$ cat src/rtl/core/epc_pkg.sv
// Shared constants for the equal-power pan crossfade block.
// Used by the top level and by the divider and square-root units.
package epc_pkg;

   // Field widths fixed by the interface.
   localparam int SAMPLE_WIDTH = 16;
   localparam int LENGTH_WIDTH = 16;
   localparam int GAIN_WIDTH   = 16;

   // Quotient of num^2 * 2^30 / (a^2 + b^2): at most 2^30, so 31 bits.
   localparam int QUOT_WIDTH   = 31;

   // Default width of the position counter.
   localparam int COUNT_WIDTH_DEFAULT = 16;

   // Reset value of the transition length register.
   localparam logic [LENGTH_WIDTH-1:0] LENGTH_RESET = 16'd1024;

   // Unity gain in unsigned Q1.15 and its square in the quotient domain.
   localparam logic [GAIN_WIDTH-1:0] GAIN_ONE = 16'h8000;
   localparam logic [QUOT_WIDTH-1:0] QUOT_ONE = 31'h4000_0000;

endpackage

$ cat src/rtl/core/epc_serial_mul.sv
// Bit-serial unsigned shift-add multiplier, one multiplier bit per cycle.
// Stand-alone; no package dependencies.
module epc_serial_mul #(
   parameter int WIDTH = 16
) (
   input  logic                 clock,
   input  logic                 reset,
   input  logic                 start,
   input  logic [WIDTH-1:0]     mcand,
   input  logic [WIDTH-1:0]     mplier,
   output logic                 done,
   output logic [2*WIDTH-1:0]   product
);

   localparam int CNT_WIDTH = $clog2(WIDTH + 1);

   logic                 busy_ff;
   logic                 done_ff;
   logic [CNT_WIDTH-1:0] cnt_ff;
   logic [WIDTH-1:0]     mcand_ff;
   logic [WIDTH-1:0]     hi_ff;
   logic [WIDTH-1:0]     lo_ff;
   logic [WIDTH:0]       partial_in;

   // Add the multiplicand when the current multiplier bit is set.
   always_comb begin
      partial_in = {1'b0, hi_ff} + (lo_ff[0] ? {1'b0, mcand_ff} : '0);
   end

   // Step counter and completion pulse.
   always_ff @(posedge clock) begin
      if (reset) begin
         busy_ff <= 1'b0;
         done_ff <= 1'b0;
         cnt_ff  <= '0;
      end else begin
         done_ff <= busy_ff && !start && (cnt_ff == CNT_WIDTH'(WIDTH - 1));
         if (start) begin
            busy_ff <= 1'b1;
            cnt_ff  <= '0;
         end else if (busy_ff) begin
            cnt_ff <= cnt_ff + 1'b1;
            if (cnt_ff == CNT_WIDTH'(WIDTH - 1)) begin
               busy_ff <= 1'b0;
            end
         end
      end
   end

   // Product shifts right one bit a cycle; the multiplier drains from the low half.
   always_ff @(posedge clock) begin
      if (start) begin
         mcand_ff <= mcand;
         hi_ff    <= '0;
         lo_ff    <= mplier;
      end else if (busy_ff) begin
         hi_ff <= partial_in[WIDTH:1];
         lo_ff <= {partial_in[0], lo_ff[WIDTH-1:1]};
      end
   end

   assign done    = done_ff;
   assign product = {hi_ff, lo_ff};

endmodule

$ cat src/rtl/core/epc_divider.sv
// Restoring divider giving floor(num^2 * 2^30 / sum), one quotient bit per cycle.
// Depends on epc_pkg for the quotient width.
module epc_divider #(
   parameter int COUNT_WIDTH = epc_pkg::COUNT_WIDTH_DEFAULT
) (
   input  logic                            clock,
   input  logic                            reset,
   input  logic                            start,
   input  logic [2*COUNT_WIDTH-1:0]        numer_sq,
   input  logic [2*COUNT_WIDTH:0]          divisor,
   output logic                            done,
   output logic [epc_pkg::QUOT_WIDTH-1:0]  quotient,
   output logic                            rem_nonzero
);

   localparam int DIV_WIDTH = 2 * COUNT_WIDTH + 1;
   localparam int REM_WIDTH = DIV_WIDTH + 1;
   localparam int QW        = epc_pkg::QUOT_WIDTH;
   localparam int CNT_WIDTH = $clog2(QW + 1);

   logic                 busy_ff;
   logic                 done_ff;
   logic [CNT_WIDTH-1:0] cnt_ff;
   logic [REM_WIDTH-1:0] rem_ff;
   logic [DIV_WIDTH-1:0] divisor_ff;
   logic [QW-1:0]        quot_ff;
   logic                 ge;
   logic [REM_WIDTH-1:0] rem_sub;
   logic [REM_WIDTH-1:0] rem_in;
   logic [QW-1:0]        quot_in;

   // One compare and subtract per step; the remainder then doubles.
   always_comb begin
      ge      = rem_ff >= {1'b0, divisor_ff};
      rem_sub = ge ? (rem_ff - {1'b0, divisor_ff}) : rem_ff;
      rem_in  = {rem_sub[REM_WIDTH-2:0], 1'b0};
      quot_in = {quot_ff[QW-2:0], ge};
   end

   // Step counter and completion pulse.
   always_ff @(posedge clock) begin
      if (reset) begin
         busy_ff <= 1'b0;
         done_ff <= 1'b0;
         cnt_ff  <= '0;
      end else begin
         done_ff <= busy_ff && !start && (cnt_ff == CNT_WIDTH'(QW - 1));
         if (start) begin
            busy_ff <= 1'b1;
            cnt_ff  <= '0;
         end else if (busy_ff) begin
            cnt_ff <= cnt_ff + 1'b1;
            if (cnt_ff == CNT_WIDTH'(QW - 1)) begin
               busy_ff <= 1'b0;
            end
         end
      end
   end

   // The dividend starts as num^2; the 2^30 factor enters as the doublings.
   always_ff @(posedge clock) begin
      if (start) begin
         rem_ff     <= {2'b00, numer_sq};
         divisor_ff <= divisor;
         quot_ff    <= '0;
      end else if (busy_ff) begin
         rem_ff  <= rem_in;
         quot_ff <= quot_in;
      end
   end

   assign done        = done_ff;
   assign quotient    = quot_ff;
   assign rem_nonzero = rem_ff != '0;

endmodule

$ cat src/rtl/core/epc_isqrt.sv
// Digit-by-digit integer square root, one root bit per cycle.
// Depends on epc_pkg for the quotient and gain widths.
module epc_isqrt (
   input  logic                            clock,
   input  logic                            reset,
   input  logic                            start,
   input  logic [epc_pkg::QUOT_WIDTH-1:0]  radicand,
   output logic                            done,
   output logic [epc_pkg::GAIN_WIDTH-1:0]  root
);

   localparam int GW        = epc_pkg::GAIN_WIDTH;
   localparam int RAD_WIDTH = 2 * GW;
   localparam int REM_WIDTH = GW + 4;
   localparam int CNT_WIDTH = $clog2(GW + 1);

   logic                 busy_ff;
   logic                 done_ff;
   logic [CNT_WIDTH-1:0] cnt_ff;
   logic [RAD_WIDTH-1:0] rad_ff;
   logic [REM_WIDTH-1:0] rem_ff;
   logic [GW-1:0]        root_ff;
   logic [REM_WIDTH-1:0] rem_shift;
   logic [REM_WIDTH-1:0] trial;
   logic                 ge;
   logic [REM_WIDTH-1:0] rem_in;
   logic [GW-1:0]        root_in;

   // Bring down two radicand bits and try the next root bit.
   always_comb begin
      rem_shift = {rem_ff[REM_WIDTH-3:0], rad_ff[RAD_WIDTH-1:RAD_WIDTH-2]};
      trial     = REM_WIDTH'({root_ff, 2'b01});
      ge        = rem_shift >= trial;
      rem_in    = ge ? (rem_shift - trial) : rem_shift;
      root_in   = {root_ff[GW-2:0], ge};
   end

   // Step counter and completion pulse.
   always_ff @(posedge clock) begin
      if (reset) begin
         busy_ff <= 1'b0;
         done_ff <= 1'b0;
         cnt_ff  <= '0;
      end else begin
         done_ff <= busy_ff && !start && (cnt_ff == CNT_WIDTH'(GW - 1));
         if (start) begin
            busy_ff <= 1'b1;
            cnt_ff  <= '0;
         end else if (busy_ff) begin
            cnt_ff <= cnt_ff + 1'b1;
            if (cnt_ff == CNT_WIDTH'(GW - 1)) begin
               busy_ff <= 1'b0;
            end
         end
      end
   end

   // Radicand shifts out two bits a step.
   always_ff @(posedge clock) begin
      if (start) begin
         rad_ff  <= RAD_WIDTH'(radicand);
         rem_ff  <= '0;
         root_ff <= '0;
      end else if (busy_ff) begin
         rad_ff  <= {rad_ff[RAD_WIDTH-3:0], 2'b00};
         rem_ff  <= rem_in;
         root_ff <= root_in;
      end
   end

   assign done = done_ff;
   assign root = root_ff;

endmodule

$ cat src/rtl/core/equal_power_pan_crossfade.sv
// Equal-power pan sweep: splits each mono sample into left and right outputs.
// Depends on epc_pkg, epc_serial_mul, epc_divider and epc_isqrt.
//
// Each sample goes in turn through a chain of bit-serial units: squaring of
// the two distances, a restoring divide, two parallel square roots and two
// parallel scaling multiplies. A new sample is accepted only once the last
// one has reached the output register, where a finished result waits while
// the next sample is accepted. The gains are exact: floor(32768 * num /
// sqrt(a^2 + b^2)), with a length of 0 treated as 1 and a position left
// beyond the end by a length write taken as the last sample.
module equal_power_pan_crossfade #(
   parameter int COUNT_WIDTH = epc_pkg::COUNT_WIDTH_DEFAULT
) (
   input  logic                                      clock,
   input  logic                                      reset,
   // Input sample channel
   input  logic                                      req_valid,
   output logic                                      req_ready,
   input  logic signed [epc_pkg::SAMPLE_WIDTH-1:0]   req_sample_in,
   // Result channel
   output logic                                      rsp_valid,
   input  logic                                      rsp_ready,
   output logic signed [epc_pkg::SAMPLE_WIDTH-1:0]   rsp_left_sample,
   output logic signed [epc_pkg::SAMPLE_WIDTH-1:0]   rsp_right_sample,
   output logic                                      rsp_transition_end,
   // Configuration write channel
   input  logic                                      csr_valid,
   output logic                                      csr_ready,
   input  logic [epc_pkg::LENGTH_WIDTH-1:0]          csr_transition_length
);

   localparam int SW        = epc_pkg::SAMPLE_WIDTH;
   localparam int LW        = epc_pkg::LENGTH_WIDTH;
   localparam int GW        = epc_pkg::GAIN_WIDTH;
   localparam int QW        = epc_pkg::QUOT_WIDTH;
   localparam int SQ_WIDTH  = 2 * COUNT_WIDTH;
   localparam int EXT_WIDTH = (COUNT_WIDTH > LW) ? COUNT_WIDTH : LW;

   typedef enum logic [2:0] {
      ST_IDLE,
      ST_SQUARE,
      ST_DIVIDE,
      ST_ROOT,
      ST_SCALE,
      ST_OUTPUT
   } state_type;

   state_type              state_ff;
   logic                   rsp_valid_ff;
   logic [SW-1:0]          rsp_left_ff;
   logic [SW-1:0]          rsp_right_ff;
   logic                   rsp_end_ff;

   logic [LW-1:0]          length_ff;
   logic [COUNT_WIDTH-1:0] position_ff;
   logic [COUNT_WIDTH-1:0] position_in;
   logic                   last_ff;
   logic                   sample_neg_ff;
   logic [SW-1:0]          sample_mag_ff;
   logic                   special_ff;

   logic                   accept;
   logic                   out_free;
   logic [EXT_WIDTH-1:0]   len_m1_ext;
   logic [EXT_WIDTH-1:0]   k_max_ext;
   logic [EXT_WIDTH-1:0]   nm1_ext;
   logic [COUNT_WIDTH-1:0] nm1;
   logic                   is_last;
   logic [COUNT_WIDTH-1:0] k_eff;
   logic [COUNT_WIDTH-1:0] dist_a;
   logic [COUNT_WIDTH-1:0] dist_b;

   logic                   sq_a_done;
   logic                   sq_b_done;
   logic                   sq_done;
   logic [SQ_WIDTH-1:0]    sq_a;
   logic [SQ_WIDTH-1:0]    sq_b;
   logic [SQ_WIDTH:0]      sum_sq;

   logic                   div_done;
   logic [QW-1:0]          div_quot;
   logic                   div_rem_nz;
   logic [QW-1:0]          quot_l;
   logic [QW-1:0]          quot_r;

   logic                   root_l_done;
   logic                   root_r_done;
   logic                   root_done;
   logic [GW-1:0]          gain_l;
   logic [GW-1:0]          gain_r;

   logic                   scale_l_done;
   logic                   scale_r_done;
   logic                   scale_done;
   logic [2*SW-1:0]        prod_l;
   logic [2*SW-1:0]        prod_r;
   logic [SW-1:0]          mag_l;
   logic [SW-1:0]          mag_r;
   logic [SW-1:0]          left_in;
   logic [SW-1:0]          right_in;

   // Handshakes.
   assign accept    = req_valid && req_ready;
   assign req_ready = (state_ff == ST_IDLE);
   assign csr_ready = 1'b1;
   assign out_free  = !rsp_valid_ff || rsp_ready;

   // Effective end position n-1, clamped to the counter range; a zero length acts as one.
   always_comb begin
      len_m1_ext = (length_ff == '0) ? '0 : EXT_WIDTH'(length_ff - 1'b1);
      k_max_ext  = EXT_WIDTH'({COUNT_WIDTH{1'b1}});
      nm1_ext    = (len_m1_ext > k_max_ext) ? k_max_ext : len_m1_ext;
      nm1        = nm1_ext[COUNT_WIDTH-1:0];
      is_last    = position_ff >= nm1;
      k_eff      = is_last ? nm1 : position_ff;
      dist_a     = nm1 - k_eff;
      dist_b     = k_eff;
      position_in = is_last ? '0 : (position_ff + 1'b1);
   end

   // Length register and position counter.
   always_ff @(posedge clock) begin
      if (reset) begin
         length_ff   <= epc_pkg::LENGTH_RESET;
         position_ff <= '0;
      end else begin
         if (csr_valid && csr_ready) begin
            length_ff <= csr_transition_length;
         end
         if (accept) begin
            position_ff <= position_in;
         end
      end
   end

   // Per-sample operands held for the length of the computation.
   always_ff @(posedge clock) begin
      if (accept) begin
         last_ff       <= is_last;
         sample_neg_ff <= req_sample_in[SW-1];
         sample_mag_ff <= req_sample_in[SW-1] ? SW'(~req_sample_in + 1'b1)
                                              : req_sample_in;
      end
      if (sq_done) begin
         special_ff <= (sum_sq == '0);
      end
   end

   // Squares of the two distances.
   epc_serial_mul #(.WIDTH(COUNT_WIDTH)) u_sq_a (
      .clock   (clock),
      .reset   (reset),
      .start   (accept),
      .mcand   (dist_a),
      .mplier  (dist_a),
      .done    (sq_a_done),
      .product (sq_a)
   );

   epc_serial_mul #(.WIDTH(COUNT_WIDTH)) u_sq_b (
      .clock   (clock),
      .reset   (reset),
      .start   (accept),
      .mcand   (dist_b),
      .mplier  (dist_b),
      .done    (sq_b_done),
      .product (sq_b)
   );

   assign sq_done = sq_a_done & sq_b_done;
   assign sum_sq  = {1'b0, sq_a} + {1'b0, sq_b};

   // Left quotient a^2 * 2^30 / sum; the right one follows from it and the remainder.
   epc_divider #(.COUNT_WIDTH(COUNT_WIDTH)) u_div (
      .clock       (clock),
      .reset       (reset),
      .start       (sq_done),
      .numer_sq    (sq_a),
      .divisor     (sum_sq),
      .done        (div_done),
      .quotient    (div_quot),
      .rem_nonzero (div_rem_nz)
   );

   // The two quotients add to 2^30 less one when the division is inexact.
   // A single-sample transition forces unity left gain and zero right gain.
   always_comb begin
      quot_l = special_ff ? epc_pkg::QUOT_ONE : div_quot;
      quot_r = special_ff ? '0
                          : (epc_pkg::QUOT_ONE - div_quot - QW'(div_rem_nz));
   end

   // Gains are the square roots of the quotients.
   epc_isqrt u_root_l (
      .clock    (clock),
      .reset    (reset),
      .start    (div_done),
      .radicand (quot_l),
      .done     (root_l_done),
      .root     (gain_l)
   );

   epc_isqrt u_root_r (
      .clock    (clock),
      .reset    (reset),
      .start    (div_done),
      .radicand (quot_r),
      .done     (root_r_done),
      .root     (gain_r)
   );

   assign root_done = root_l_done & root_r_done;

   // Sample magnitude times each gain.
   epc_serial_mul #(.WIDTH(SW)) u_scale_l (
      .clock   (clock),
      .reset   (reset),
      .start   (root_done),
      .mcand   (sample_mag_ff),
      .mplier  (gain_l),
      .done    (scale_l_done),
      .product (prod_l)
   );

   epc_serial_mul #(.WIDTH(SW)) u_scale_r (
      .clock   (clock),
      .reset   (reset),
      .start   (root_done),
      .mcand   (sample_mag_ff),
      .mplier  (gain_r),
      .done    (scale_r_done),
      .product (prod_r)
   );

   assign scale_done = scale_l_done & scale_r_done;

   // Drop the 15 fraction bits and restore the sign, which truncates toward zero.
   always_comb begin
      mag_l    = prod_l[SW+GW-2:GW-1];
      mag_r    = prod_r[SW+GW-2:GW-1];
      left_in  = sample_neg_ff ? SW'(~mag_l + 1'b1) : mag_l;
      right_in = sample_neg_ff ? SW'(~mag_r + 1'b1) : mag_r;
   end

   // Sequencer and output register.
   always_ff @(posedge clock) begin
      if (reset) begin
         state_ff     <= ST_IDLE;
         rsp_valid_ff <= 1'b0;
      end else begin
         // The output register refills in the cycle its old transaction leaves.
         if ((state_ff == ST_OUTPUT) && out_free) begin
            rsp_valid_ff <= 1'b1;
         end else if (rsp_valid_ff && rsp_ready) begin
            rsp_valid_ff <= 1'b0;
         end
         case (state_ff)
            ST_IDLE: begin
               if (accept) begin
                  state_ff <= ST_SQUARE;
               end
            end
            ST_SQUARE: begin
               if (sq_done) begin
                  state_ff <= ST_DIVIDE;
               end
            end
            ST_DIVIDE: begin
               if (div_done) begin
                  state_ff <= ST_ROOT;
               end
            end
            ST_ROOT: begin
               if (root_done) begin
                  state_ff <= ST_SCALE;
               end
            end
            ST_SCALE: begin
               if (scale_done) begin
                  state_ff <= ST_OUTPUT;
               end
            end
            ST_OUTPUT: begin
               if (out_free) begin
                  rsp_left_ff  <= left_in;
                  rsp_right_ff <= right_in;
                  rsp_end_ff   <= last_ff;
                  state_ff     <= ST_IDLE;
               end
            end
            default: begin
               state_ff <= ST_IDLE;
            end
         endcase
      end
   end

   assign rsp_valid          = rsp_valid_ff;
   assign rsp_left_sample    = rsp_left_ff;
   assign rsp_right_sample   = rsp_right_ff;
   assign rsp_transition_end = rsp_end_ff;

`ifndef SYNTHESIS
   // Paired units run in lockstep.
   a_lockstep: assert property (@(posedge clock) disable iff (reset)
      (sq_a_done == sq_b_done) && (root_l_done == root_r_done) &&
      (scale_l_done == scale_r_done))
      else $error("paired serial units finished in different cycles");

   // Gains never exceed unity.
   a_gain_range: assert property (@(posedge clock) disable iff (reset)
      root_done |-> (gain_l <= epc_pkg::GAIN_ONE) && (gain_r <= epc_pkg::GAIN_ONE))
      else $error("gain above unity");

   // One sample in flight: the input closes right after a transaction.
   a_one_in_flight: assert property (@(posedge clock) disable iff (reset)
      accept |=> !req_ready)
      else $error("input accepted while a sample is in flight");

   // The last sample of a transition restarts the position.
   a_restart: assert property (@(posedge clock) disable iff (reset)
      (accept && is_last) |=> (position_ff == '0))
      else $error("position did not restart after the last sample");
`endif

endmodule

$ cat config.mk
export PLATFORM = sky130hd
export DESIGN_NAME = equal_power_pan_crossfade
export DESIGN_NICKNAME = d
export VERILOG_FILES = /design/src/rtl/core/epc_pkg.sv /design/src/rtl/core/epc_serial_mul.sv /design/src/rtl/core/epc_divider.sv /design/src/rtl/core/epc_isqrt.sv /design/src/rtl/core/equal_power_pan_crossfade.sv
export SDC_FILE = /design/constraint.sdc
export NUM_CORES = 1
export LEC_CHECK = 0
export BUFFER_PORTS_ARGS = -buffer_cell sky130_fd_sc_hd__buf_2
export CAP_MARGIN = 5
export CORE_AREA = 2 2 288 290
export CTS_BUF_LIST = sky130_fd_sc_hd__clkbuf_8 sky130_fd_sc_hd__clkbuf_16
export DETAILED_ROUTE_END_ITERATION = 8
export DIE_AREA = 0 0 290 292
export REMOVE_ABC_BUFFERS = 1
export SLEW_MARGIN = 30
export SYNTH_ARGS = -nofsm -noshare
export SYNTH_HDL_FRONTEND = slang
export SYNTH_SLANG_ARGS = --single-unit
$ cat constraint.sdc
create_clock -name clock -period 14.6 [get_ports clock]
set_input_delay 2.92 -clock clock [delete_from_list [all_inputs] [get_ports clock]]
set_output_delay 2.92 -clock clock [all_outputs]
set_load 0.05 [all_outputs]
==> flow_summary.ini <==
[setup_path]
crit_arrival_ns = 7.82
crit_buf_inv = 0
ff2ff_path_depth = 26
path_class = flop to flop
required_ns = 14.99
path_max_fanout = 16
rr_endpoint = u_sq_a.lo_ff[15]
endpoint_kind = flop
r2r_start = length_ff[2]
cp-start-kind = flop
slowest_stage = a2111oi_0
path_delay_family = compound AO/OA/AOI/OAI gates
cpPeakStageDelay_ns = 0.71
r2r_slack_ns = 7.18

[hold_path]
hp-class = flop to flop
hold_depth = 0
worstHoldStart = sample_mag_ff[5]
min_to = u_scale_r.mcand_ff[5]

[pwr]
power_density_nw_per_um2 = 116
power_switching_mw = 1.19
max-vdd-ir-drop_mv = 0.106
p_sw_share_pct = 28.5
p_leak_nw = 14.8
p_int_mw = 2.98
power_frac_seq_pct = 43.4
power_frac_comb_pct = 18.5
clockPowerShare_pct = 38.1

[clocking]
cts_buffers = 61
htree_levels = 2
insertion_delay_ns = 0.66
cts_buffer_depth = 3
cts_tree = done
clkSinkCount = 543
clkSlewWorstSetupHoldPaths_ns = 0.06
post_cts_buffers = 0
cts_resized = 0
ctsHoldBuffers = 0
cts_root_buffer = clkbuf_16

[die]
rows = 105
initial_utilization_pct = 39.6
die_h_microns = 292
die_w_microns = 290
dieArea_sq_um = 84700
core_sq_um = 81600
io_pins = 73

[route]
via_per_inst = 5.23
vias = 23866
drtIter0Drc = 1261
wirelength_microns = 74100
drc = 0
drtAntennaViolNets = 0
firstDrtPassIters = 7
route.detailed.wl_per_inst_microns = 16.2

[yosys]
synth_largest_area_cell = edfxtp_1
syn_inst = 3421
ys_types = 90
netlist_area_sq_um = 32300
syn_area_per_cell_sq_um = 9.44
synth_top_area_share_pct = 27.1
async_reset_ff_share_pct = 0
synth_top_cells_by_area = edfxtp_1 (27%), dfxtp_1 (16%), ha_1 (9.6%), mux2i_1 (5.5%), nor2_1 (4.8%)
synth_ff_type = edfxtp_1
synth_seq_cells = 543
synth_seq_area_share_pct = 42.7
yosys_warnings = 0
synth_edf_count = 291

[global_routing]
grt_pass1_wl_microns = 121000
grt.overflow.total = 0
antenna_found_initial = 3
grt_use_total_pct = 17.3
grt_pass1_vias = 22925
grt_start_max_net_pins = 69

[job]
maxCapViolCount = 0

[placed_design]
io_buffer_count = 71
place_ws_ns = 7.29
post-dp-hpwl_microns = 53900
gp_congestion = 0.861

[sta]
setup_viol = 0
drv_slew = 0
setup_tns_ns = 0
tightest_slew_ns = 0.844
setup_ws_ns = 7.18
period_needed_ns = 7.42
fmax_mhz = 135
rsz0062_at_grt = no
hold_violations = 0
slew_headroom_pct = 43.0
skew_ns = 0.0697
fin_crit_sh_pct = 50.8

[layout]
nFillCells = 7851
layout.nets = 3735
syn_to_final_growth_pct = 10.8
multiInputGateArea_sq_um = 17200
drive_gt1_share_pct = 7.12
final-seq-area_sq_um = 13800

[run_status]
status = complete, no violations
[worst reg2reg max path: cells and delay by family, from the launching register on]
| kind | cells | cell delay, ns |
|---|---|---|
| AOI/OAI and AO/OA | 15 | 3.52 |
| and+or+nand+nor | 6 | 1.93 |
| adders and majority gates | 2 | 0.61 |
| muxes | 2 | 0.65 |
| xor gates and xnor gates | 1 | 0.10 |
| DFF | 1 | 0.35 |
[power groups by stage]
stage          registers [mW]  logic (mW)  clock network, mW
5_1_grt                  1.82       0.872               1.69
4_1_cts                  1.81       0.768               1.62
3_5_place_dp             1.84       0.763                  0
3_3_place_gp             1.84       0.754                  0
6_report                 1.81       0.770               1.59
2_1_floorplan            1.80       0.603                  0
[stage by stage]
stage	std cells	hold slack [ns]	cell area (sq um)	util, %	power [mW]
finish	4567	0.414	35800	43.9	4.16
global route	4567	0.426	35800	43.9	4.38
CTS	4565	0.418	35800	43.9	4.20
detailed placement	4449	0.405	33700	41.3	2.60
global placement	4449	0.401	33700	41.3	2.59
floorplan	3286	0.400	31800	-	2.40
[sequential cells by signal, indices dropped and copies added (netlist names), 18 cells and up]
signal            flops
u_root_r.rem_ff      18
u_div.rem_ff         34
u_div.divisor_ff     33
u_root_l.rem_ff      18
u_root_l.rad_ff      32
u_root_r.rad_ff      32
u_div.quotient       31
[Yosys cell counts (7+ instances only)]
cell / instances
mux2i_1: 176
nand2b_1: 39
a21boi_0: 16
or2_2: 13
o21bai_1: 18
a31oi_1: 22
edfxtp_1: 291
nor2b_1: 38
buf_1: 16
xor2_1: 100
o21a_1: 25
nand3b_1: 10
o2bb2ai_1: 30
o31ai_1: 22
nor2_1: 409
a21oi_1: 198
o21ai_0: 178
a22o_1: 24
fa_1: 7
a211oi_1: 50
nand2_1: 276
nor4_1: 21
a21o_1: 69
ha_1: 248
mux2_2: 9
xnor2_1: 156
or3_1: 29
and2_1: 72
o211ai_1: 13
nor3_1: 52
and3_1: 22
nand4_1: 31
nand3_1: 39
clkbuf_1: 115
dfxtp_1: 252
inv_1: 220
[kinds of logic (layout without fill, tap and decap cells)]
family                   after synthesis  after routing  share of synthesized area (%)
AO/OA/AOI/OAI                        739            739                           14.7
AND/OR/NAND/NOR                     1084           1084                           15.6
XOR/XNOR                             256            256                           6.94
flip-flops                           543            543                           42.7
multiplexers                         185            185                           5.77
adder cells (fa/ha/maj)              255            255                           10.0
other                                  1              2                         0.0116
buffers and inverters                358            433                           4.18
[worst max-delay path by stage]
| stage | from | end | slack [ns] | cells past startpoint |
|---|---|---|---|---|
| floorplan | length_ff[8] | u_sq_a.lo_ff[15] | 7.48 | 26 |
| global placement | length_ff[8] | u_sq_a.lo_ff[15] | 7.42 | 26 |
| detailed placement | length_ff[2] | u_sq_a.lo_ff[15] | 7.29 | 26 |
| CTS | length_ff[2] | u_sq_a.lo_ff[15] | 7.20 | 26 |
| global route | length_ff[2] | u_sq_a.lo_ff[15] | 6.41 | 26 |
| finish | length_ff[2] | u_sq_a.lo_ff[15] | 7.18 | 26 |
[placed cells by master (no fill, tap or decap), drive strengths merged, types with 26 or more instances in the layout]
master	synthesis	layout
nor2	410	410
buf	19	94
a211oi	50	50
nor2b	38	38
a21o	69	69
dfxtp	252	252
clkbuf	116	76
inv	221	236
nor3	53	53
nand2b	39	39
edfxtp	291	291
ha	248	248
xor2	100	100
mux2i	176	176
o21ai	180	180
nand4	31	31
a21oi	199	199
xnor2	156	156
and2	72	72
nand2	276	276
or3	30	30
nand3	39	39
o2bb2ai	30	30
o21a	26	26
[cell type report]
class                   instances  area share [%]
clock buffers                  76            4.97
well taps                    1070            3.74
clock inverters                40           0.898
diodes                          1         0.00699
multi-input cells            2520            48.0
inverters                     223            2.35
repair buffers                 94            1.50
flip-flops and latches        543            38.5
[per-layer routing]
metal | vias to the layer above | track usage (%) | routed length (microns)
li1 | 12186 | - | -
met1 | 11206 | 22.7 | 34800
met2 | 354 | 29.8 | 34900
met3 | 116 | 2.37 | 2520
met4 | 4 | 5.03 | 1920
met5 | - | 0 | 32
Power figures use the tool's default switching activity.
